===== config.mk =====
export PLATFORM = sky130hd
export DESIGN_NAME = ffba_engine
export DESIGN_NICKNAME = d
export VERILOG_FILES = /design/src/rtl/ffba_pkg.sv /design/src/rtl/ffba_engine.sv
export VERILOG_INCLUDE_DIRS = /design/src /design/src/rtl
export SDC_FILE = /design/constraint.sdc
export NUM_CORES = 1
export LEC_CHECK = 0
export ABC_CLOCK_PERIOD_IN_PS = 8350
export BUFFER_PORTS_ARGS = -buffer_cell sky130_fd_sc_hd__buf_2
export CAP_MARGIN = 20
export CORE_MARGIN = 4
export CORE_UTILIZATION = 45
export DETAILED_ROUTE_END_ITERATION = 10
export PLACE_DENSITY = 0.75
export SLEW_MARGIN = 20
export SYNTH_ARGS = -nofsm -noshare
export SYNTH_HDL_FRONTEND = slang
export SYNTH_SLANG_ARGS = --single-unit

===== constraint.sdc =====
create_clock -name i_clk -period 8.35 [get_ports i_clk]
set_input_delay 1.67 -clock i_clk [delete_from_list [all_inputs] [get_ports i_clk]]
set_output_delay 1.67 -clock i_clk [all_outputs]
set_load 0.02 [all_outputs]

===== src/rtl/first_fit_block_allocator_assert.svh =====
// Assertion macros for the first fit block allocator.
// Used by ffba_engine; no other dependencies.
`ifndef FIRST_FIT_BLOCK_ALLOCATOR_ASSERT_SVH
`define FIRST_FIT_BLOCK_ALLOCATOR_ASSERT_SVH
`ifndef SYNTHESIS
`define FFBA_ASSERT_IMPL(lbl, clk, rst_n, ante, cons) \
    lbl: assert property (@(posedge clk) disable iff (!rst_n) (ante) |-> (cons)) \
        else $error("ffba assertion failed");
`define FFBA_ASSERT_NEXT(lbl, clk, rst_n, ante, cons) \
    lbl: assert property (@(posedge clk) disable iff (!rst_n) (ante) |=> (cons)) \
        else $error("ffba assertion failed");
`else
`define FFBA_ASSERT_IMPL(lbl, clk, rst_n, ante, cons)
`define FFBA_ASSERT_NEXT(lbl, clk, rst_n, ante, cons)
`endif
`endif


===== src/rtl/ffba_pkg.sv =====
// Shared types and constants of the first fit block allocator.
// No dependencies.
`default_nettype none
package ffba_pkg;
    localparam int BLOCK_BYTES_DEF = 64;
    localparam int HEAP_BLOCKS_DEF = 1024;
    localparam int ADDR_W = 32;
    localparam int CNT_W  = 16;
    localparam int CFG_W  = 32;
    localparam int REG_IDX_W = 1;

    localparam logic [REG_IDX_W-1:0] REG_HEAP_START = 1'b0;
    localparam logic [REG_IDX_W-1:0] REG_HEAP_END   = 1'b1;

    localparam logic REQ_ALLOC = 1'b0;
    localparam logic REQ_FREE  = 1'b1;

    typedef enum logic [1:0] {
        ST_OK      = 2'd0,
        ST_ZERO    = 2'd1,
        ST_NOSPACE = 2'd2,
        ST_BADPTR  = 2'd3
    } t_status;
endpackage
`default_nettype wire


===== src/rtl/ffba_engine.sv =====
// Request sequencer: heap setup, first fit walk, free walk and merge,
// result register. Depends on ffba_pkg and the assertion header.
`default_nettype none
`include "first_fit_block_allocator_assert.svh"
module ffba_engine
    import ffba_pkg::*;
#(
    parameter int BLOCK_BYTES = BLOCK_BYTES_DEF,
    parameter int HEAP_BLOCKS = HEAP_BLOCKS_DEF,
    localparam int IW = $clog2(HEAP_BLOCKS),
    localparam int SW = $clog2(HEAP_BLOCKS + 1),
    localparam int EW = SW + 1
) (
    input  wire logic              i_clk,
    input  wire logic              i_rst_n,
    input  wire logic [ADDR_W-1:0] i_heap_start,
    input  wire logic [ADDR_W-1:0] i_heap_end,
    input  wire logic              i_s_tvalid,
    output logic                   o_s_tready,
    input  wire logic              i_kind,
    input  wire logic [CNT_W-1:0]  i_count,
    input  wire logic [ADDR_W-1:0] i_addr,
    output logic                   o_m_tvalid,
    input  wire logic              i_m_tready,
    output logic [ADDR_W-1:0]      o_m_tdata,
    output logic [1:0]             o_m_tuser,
    output logic                   o_mem_we,
    output logic [IW-1:0]          o_mem_waddr,
    output logic [EW-1:0]          o_mem_wdata,
    output logic [IW-1:0]          o_mem_raddr,
    input  wire logic [EW-1:0]     i_mem_rdata
);
    localparam int CW = SW + 1;
    localparam int BB_SH = $clog2(BLOCK_BYTES);
    localparam int NW = CNT_W + 1;

    typedef enum logic [3:0] {
        S_IDLE, S_SETUP, S_ARD, S_ACHK, S_ASPLIT, S_AHEAD, S_FCHK,
        S_FRD, S_FWCHK, S_FNRD, S_FNCHK, S_FWI, S_FWP, S_DONE
    } t_state;

    t_state            r_state;
    logic              r_kind;
    logic [NW-1:0]     r_need;
    logic [ADDR_W-1:0] r_addr;
    logic [CW-1:0]     r_i;
    logic [CW-1:0]     r_h;
    logic [IW-1:0]     r_prev;
    logic              r_prev_free;
    logic              r_has_prev;
    logic [SW-1:0]     r_prev_sz;
    logic [SW-1:0]     r_sz;
    logic              r_ready;
    logic [ADDR_W-1:0] r_base;
    logic [CW-1:0]     r_managed;
    logic [ADDR_W-1:0] r_res_addr;
    t_status           r_res_st;

    // read data fields
    logic          w_fr;
    logic [SW-1:0] w_sz;
    assign w_fr = i_mem_rdata[SW];
    assign w_sz = i_mem_rdata[SW-1:0];

    // setup arithmetic
    logic [ADDR_W:0] w_lo, w_hi, w_span;
    logic [CW-1:0]   w_span_c;
    assign w_lo = ((({1'b0, i_heap_start}) + (ADDR_W+1)'(BLOCK_BYTES - 1)) >> BB_SH) << BB_SH;
    assign w_hi = {1'b0, (i_heap_end >> BB_SH) << BB_SH};
    assign w_span = (w_hi > w_lo) ? ((w_hi - w_lo) >> BB_SH) : '0;
    assign w_span_c = (w_span > (ADDR_W+1)'(HEAP_BLOCKS)) ? CW'(HEAP_BLOCKS)
                                                           : CW'(w_span);

    // free pointer checks
    logic [ADDR_W-1:0] w_hblk, w_h;
    logic              w_fbad;
    assign w_hblk = (r_addr - r_base) >> BB_SH;
    assign w_h    = w_hblk - ADDR_W'(1);
    assign w_fbad = (r_addr < i_heap_start) || (r_addr >= i_heap_end)
                 || (r_addr[BB_SH-1:0] != '0)
                 || ({1'b0, r_addr} < ({1'b0, r_base} + (ADDR_W+1)'(BLOCK_BYTES)))
                 || (w_h >= ADDR_W'(r_managed));

    logic [CW-1:0]     w_i_step, w_nxt, w_split;
    logic [ADDR_W-1:0] w_user;
    assign w_i_step = r_i + CW'(w_sz);
    assign w_nxt    = r_i + CW'(r_sz);
    assign w_split  = r_i + CW'(r_need);
    assign w_user   = r_base + (ADDR_W'(r_i + CW'(1)) << BB_SH);

    always_comb begin
        o_mem_we    = 1'b0;
        o_mem_waddr = r_i[IW-1:0];
        o_mem_wdata = '0;
        o_mem_raddr = r_i[IW-1:0];
        unique case (r_state)
            S_SETUP: begin
                o_mem_we    = (w_span_c != '0);
                o_mem_waddr = '0;
                o_mem_wdata = {1'b1, SW'(w_span_c)};
            end
            S_ASPLIT: begin
                o_mem_we    = 1'b1;
                o_mem_waddr = w_split[IW-1:0];
                o_mem_wdata = {1'b1, r_sz - SW'(r_need)};
            end
            S_AHEAD: begin
                o_mem_we    = 1'b1;
                o_mem_wdata = {1'b0, SW'(r_need)};
            end
            S_FNRD:  o_mem_raddr = w_nxt[IW-1:0];
            S_FWI: begin
                o_mem_we    = 1'b1;
                o_mem_wdata = {1'b1, r_sz};
            end
            S_FWP: begin
                o_mem_we    = 1'b1;
                o_mem_waddr = r_prev;
                o_mem_wdata = {1'b1, r_prev_sz + r_sz};
            end
            default: ;
        endcase
    end

    assign o_s_tready = (r_state == S_IDLE);

    always_ff @(posedge i_clk) begin
        if (!i_rst_n) begin
            r_state    <= S_IDLE;
            r_ready    <= 1'b0;
            r_base     <= '0;
            r_managed  <= '0;
            o_m_tvalid <= 1'b0;
        end else begin
            // S_DONE drives tvalid itself
            if (o_m_tvalid && i_m_tready && r_state != S_DONE) begin
                o_m_tvalid <= 1'b0;
            end
            unique case (r_state)
                S_IDLE: begin
                    if (i_s_tvalid) begin
                        r_kind     <= i_kind;
                        r_need     <= NW'(i_count) + NW'(1);
                        r_addr     <= i_addr;
                        r_i        <= '0;
                        r_has_prev <= 1'b0;
                        r_res_addr <= '0;
                        if (i_kind == REQ_ALLOC && i_count == '0) begin
                            r_res_st <= ST_ZERO;
                            r_state  <= S_DONE;
                        end else if (i_kind == REQ_FREE && i_addr == '0) begin
                            r_res_st <= ST_BADPTR;
                            r_state  <= S_DONE;
                        end else if (!r_ready) begin
                            r_state <= S_SETUP;
                        end else begin
                            r_state <= (i_kind == REQ_ALLOC) ? S_ARD : S_FCHK;
                        end
                    end
                end
                S_SETUP: begin
                    r_ready   <= 1'b1;
                    r_base    <= w_lo[ADDR_W-1:0];
                    r_managed <= w_span_c;
                    r_state   <= (r_kind == REQ_ALLOC) ? S_ARD : S_FCHK;
                end
                S_ARD: begin
                    if (r_i >= r_managed) begin
                        r_res_st <= ST_NOSPACE;
                        r_state  <= S_DONE;
                    end else begin
                        r_state <= S_ACHK;
                    end
                end
                S_ACHK: begin
                    if (w_fr && NW'(w_sz) >= r_need) begin
                        r_sz    <= w_sz;
                        r_state <= (NW'(w_sz) > r_need) ? S_ASPLIT : S_AHEAD;
                    end else if (w_sz == '0) begin
                        r_res_st <= ST_NOSPACE;
                        r_state  <= S_DONE;
                    end else begin
                        r_i     <= w_i_step;
                        r_state <= S_ARD;
                    end
                end
                S_ASPLIT: r_state <= S_AHEAD;
                S_AHEAD: begin
                    r_res_addr <= w_user;
                    r_res_st   <= ST_OK;
                    r_state    <= S_DONE;
                end
                S_FCHK: begin
                    r_h <= CW'(w_h);
                    if (w_fbad) begin
                        r_res_st <= ST_BADPTR;
                        r_state  <= S_DONE;
                    end else begin
                        r_state <= S_FRD;
                    end
                end
                S_FRD: begin
                    if (r_i > r_h) begin
                        r_res_st <= ST_BADPTR;
                        r_state  <= S_DONE;
                    end else begin
                        r_state <= S_FWCHK;
                    end
                end
                S_FWCHK: begin
                    if (r_i < r_h) begin
                        if (w_sz == '0) begin
                            r_res_st <= ST_BADPTR;
                            r_state  <= S_DONE;
                        end else begin
                            r_prev      <= r_i[IW-1:0];
                            r_prev_free <= w_fr;
                            r_prev_sz   <= w_sz;
                            r_has_prev  <= 1'b1;
                            r_i         <= w_i_step;
                            r_state     <= S_FRD;
                        end
                    end else if (w_fr) begin
                        // double free
                        r_res_st <= ST_BADPTR;
                        r_state  <= S_DONE;
                    end else begin
                        r_sz    <= w_sz;
                        r_state <= S_FNRD;
                    end
                end
                S_FNRD:  r_state <= (w_nxt < r_managed) ? S_FNCHK : S_FWI;
                S_FNCHK: begin
                    if (w_fr) begin
                        r_sz <= r_sz + w_sz;
                    end
                    r_state <= S_FWI;
                end
                S_FWI: begin
                    r_res_st <= ST_OK;
                    r_state  <= (r_has_prev && r_prev_free) ? S_FWP : S_DONE;
                end
                S_FWP:   r_state <= S_DONE;
                S_DONE: begin
                    if (!o_m_tvalid || i_m_tready) begin
                        o_m_tvalid <= 1'b1;
                        o_m_tdata  <= r_res_addr;
                        o_m_tuser  <= r_res_st;
                        r_state    <= S_IDLE;
                    end
                end
                default: r_state <= S_IDLE;
            endcase
        end
    end

    `FFBA_ASSERT_IMPL(a_idle_no_write, i_clk, i_rst_n, r_state == S_IDLE, !o_mem_we)
    `FFBA_ASSERT_IMPL(a_fail_zero_addr, i_clk, i_rst_n, o_m_tvalid && o_m_tuser != ST_OK, o_m_tdata == '0)
    `FFBA_ASSERT_NEXT(a_accept_busy, i_clk, i_rst_n, i_s_tvalid && o_s_tready, r_state != S_IDLE)
    `FFBA_ASSERT_IMPL(a_walk_ready, i_clk, i_rst_n, r_state == S_ARD || r_state == S_FRD, r_ready)
endmodule
`default_nettype wire


==> results by group <==
Outcome
  • Status: complete, no violations

Die
  • I/O pin count: 198
  • Floorplan die height: 215.5 µm
  • Die ar.: 46450 µm²
  • Initial Utilization: 45.89%
  • Core ar.: 42230 µm²
  • Die W: 215.5 µm
  • Row Count: 75

Placed design
  • IO buf count: 191
  • Gpl congestion: 0.9759
  • Pre-CTS WS: 0.2097 ns
  • Placed instance area: 20950 µm²
  • Post-DP HPWL: 50500 µm

GRT
  • Initial antenna violation count: 2
  • Grt ovf: 0
  • Vias in the first global route: 17550
  • First-pass GRT wire length: 95680 µm
  • Global Route Usage Sum: 25.47%
  • Largest net degree at the start of global routing: 56

Setup path
  • Crit path buf inv count: 2
  • Crit path max-delay family: simple AND/OR/NAND/NOR gates
  • Crit-path max cell delay: 0.61 ns
  • WP depth: 18
  • Worst Setup Start Kind: input pin
  • CP cell instances: buf_2, or4_1, o2111ai_4, nor2_1, xnor2_1, ha_1, a21o_1, a21oi_1, nand2b_1, a31o_2, a21oi_2, or4_1, a22oi_1, nand4_1, nor4_2, nand2b_1, o211ai_1, buf_2
  • R2r startpoint: r_base[7]
  • Worst Setup End Kind: output pin
  • Critical path's slowest cell: or4_1
  • FF-to-FF setup slack: 1.32 ns
  • Crit path DAT: 6.36 ns
  • Critical Path RT: 6.68 ns
  • R2R cell count: 23
  • Crit path max fanout: 7
  • Crit Path Category: input pin to output pin
  • Worst flop-to-flop path endpoint: r_res_st[0]

Synth
  • Ys Warns: 0
  • EDFF count, synth: 164
  • Number of distinct library cells after synthesis: 86
  • Seq cells post-synth: 208
  • Main synth FF type: edfxtp_1
  • Syn Std Cell Area: 19380 µm²
  • Seq/Total Area, Yosys: 29.96%
  • Ys async rst share: 0%
  • Cells after Synth: 2214
  • Syn Area/Cell: 8.753 µm²

Timing
  • Actual slew at the worst max-slew pin: 1.017 ns
  • Max-slew violation count: 0
  • RSZ-0062 raised after global routing: no
  • # setup viols final: 0
  • Clock period minus final worst setup slack: 8.025 ns
  • Final worst slack: 0.3247 ns
  • Clock skew: 0.01965 ns
  • Final period util: 96.11%
  • Highest clock rate: 124.6 MHz
  • Sum of negative setup slack: 0 ns
  • Fin. Hold Viols: 0
  • Max-slew headroom: 31.48%

Route
  • Vias post-DR: 17820
  • Drt total wl: 61650 µm
  • Drt pass-1 iters: 6
  • Post-DRT Antenna Nets: 0
  • Vias per cell: 6.042
  • Initial DRC count: 1584
  • Drt wl/cell: 20.90 µm
  • Number of remaining DRC errors: 0

Min path
  • Hold Path Sink: o_m_tdata[10]
  • Worst Hold Class: flop to flop
  • Hold Startpoint: r_res_addr[10]
  • Worst hold path depth: 0

Final layout
  • Area Growth Syn to Fin: 13.09%
  • Share of cells above drive strength 1: 12.78%
  • Final layout net count: 2795
  • Fillers: 3942
  • N_diodes: 0
  • Fin area: 21920 µm²

Clock network
  • Clock sinks: 208
  • # Post-CTS Setup Buffers: 0
  • Clk buf depth: 3
  • CTS tree: done
  • Clock-pin slew on the worst setup and hold paths: 0.06 ns
  • Clk Latency, worst-skew pair: 0.57 ns
  • Root Buffer: clkbuf_16
  • Total CTS buffers: 26
  • H-Tree Depth: 1

Pwr
  • Power Density: 305.4 nW/µm²
  • VDD IR max: 165.4 µV
  • Leak pwr: 0.009130 µW

Flow run
  • Max-cap violations: 0
-- sequential cells by signal, summed over array words and instances (netlist names) --
signal	flops
r_res_st	2
r_prev_free	1
o_m_tdata	26
r_prev	10
o_m_tuser	2
r_kind	1
r_res_addr	26
r_state	4
r_ready	1
r_prev_sz	11
r_addr	32
r_need	17
r_sz	11
r_i	12
r_managed	12
r_base	26
r_h	12
o_m_tvalid	1
r_has_prev	1
-- layer usage --
metal | routed length [µm] | share of wire, % | track usage, %
met5 | 31 | 0.050 | 0
met4 | 2072 | 3.4 | 8.804
met3 | 4480 | 7.3 | 3.826
met2 | 29060 | 47 | 43.43
met1 | 26000 | 42 | 33.10
-- Yosys cell counts, drive strengths merged, types with 15 or more instances --
master	number	area (µm²)
a211oi	33	247.7
a21o	71	535.5
a21oi	147	739.5
and3	41	256.5
buf	15	81.33
clkbuf	57	214.0
dfxtp	44	880.8
edfxtp	164	4925
ha	268	3353
inv	192	720.7
nand2	167	626.9
nand2b	31	193.9
nand3	69	345.3
nand4	35	219.0
nor2	161	604.3
nor2b	28	175.2
nor3	45	225.2
nor4	29	196.4
o211ai	15	112.6
o21a	28	210.2
o21ai	135	675.7
o21bai	15	112.6
o31ai	15	112.6
or3	16	100.1
xnor2	151	1323
xor2	34	297.8
-- report_power, final --
part | total [µW] | switching [µW] | leakage (µW) | internal [µW]
logic | 3780 | 2260 | 0.00683 | 1520
registers | 1690 | 329 | 0.00187 | 1360
clock network | 1220 | 493 | 0.000433 | 732
-- cell type report --
class	count	area [µm²]	share of cell area, %
flip-flops and latches	208	5806	26.49
clock buffers	27	654.4	2.986
well taps	539	674.4	3.077
repair buffers	215	1136	5.184
inverters	193	724.4	3.306
multi-input cells	1746	12650	57.73
clock inverters	21	269.0	1.227
-- worst max path at each step --
| stage | from | endpoint |
|---|---|---|
| floorplan | i_heap_start[5] | o_mem_wdata[4] |
| global placement | i_heap_start[5] | o_mem_wdata[10] |
| detailed placement | i_heap_start[5] | o_mem_wdata[6] |
| CTS | i_heap_start[5] | o_mem_wdata[6] |
| global route | i_heap_start[5] | o_mem_wdata[10] |
| finish | i_heap_start[5] | o_mem_wdata[10] |
-- timing repair --
| item | 4_1_cts | 5_1_grt |
|---|---|---|
| gates resized for setup | 0 | 6 |
| hold buffers | 0 | 0 |
| endpoints found under the setup margin | 0 | 11 |
-- kinds of logic (layout without fill, tap and decap cells) --
group | count (synthesis) | count (layout) | share of synthesized area (%)
compound gates | 575 | 575 | 19.57
xor+xnor | 185 | 185 | 8.361
fa+ha+maj | 276 | 276 | 18.13
buf+inv | 265 | 456 | 5.262
flops | 208 | 208 | 29.96
mux | 16 | 16 | 0.9103
other cells | 1 | 6 | 0.01935
simple gates | 688 | 688 | 17.79
-- placed cells by master, fill, tap and decap left out, types with 16 or more instances in the layout --
master     count
nor2b_1       28
dfxtp_1       44
ha_1         268
nor3_1        44
a211oi_1      33
buf_2        191
nand3_1       69
inv_1        192
o21ai_0      132
o21a_1        28
nor4_1        24
nor2_1       157
xnor2_1      150
clkbuf_16     26
nand4_1       35
nand2b_1      31
edfxtp_1     164
and3_1        40
a21oi_1      145
a21o_1        69
nand2_1      166
xor2_1        34
or3_1         16
buf_4         24
-- metrics by stage --
step | hold slack (ns) | instances | utilization, % | power [µW]
floorplan | 0.4003 | 2219 | - | 4295
CTS | 0.4150 | 2949 | 51.80 | 6663
global route | 0.4240 | 2949 | 51.90 | 7181
finish | 0.4141 | 2949 | 51.90 | 6694
global placement | 0.4049 | 2901 | 49.60 | 5293
detailed placement | 0.4045 | 2901 | 49.61 | 5405
No activity file was read; power rests on OpenSTA's default activity.
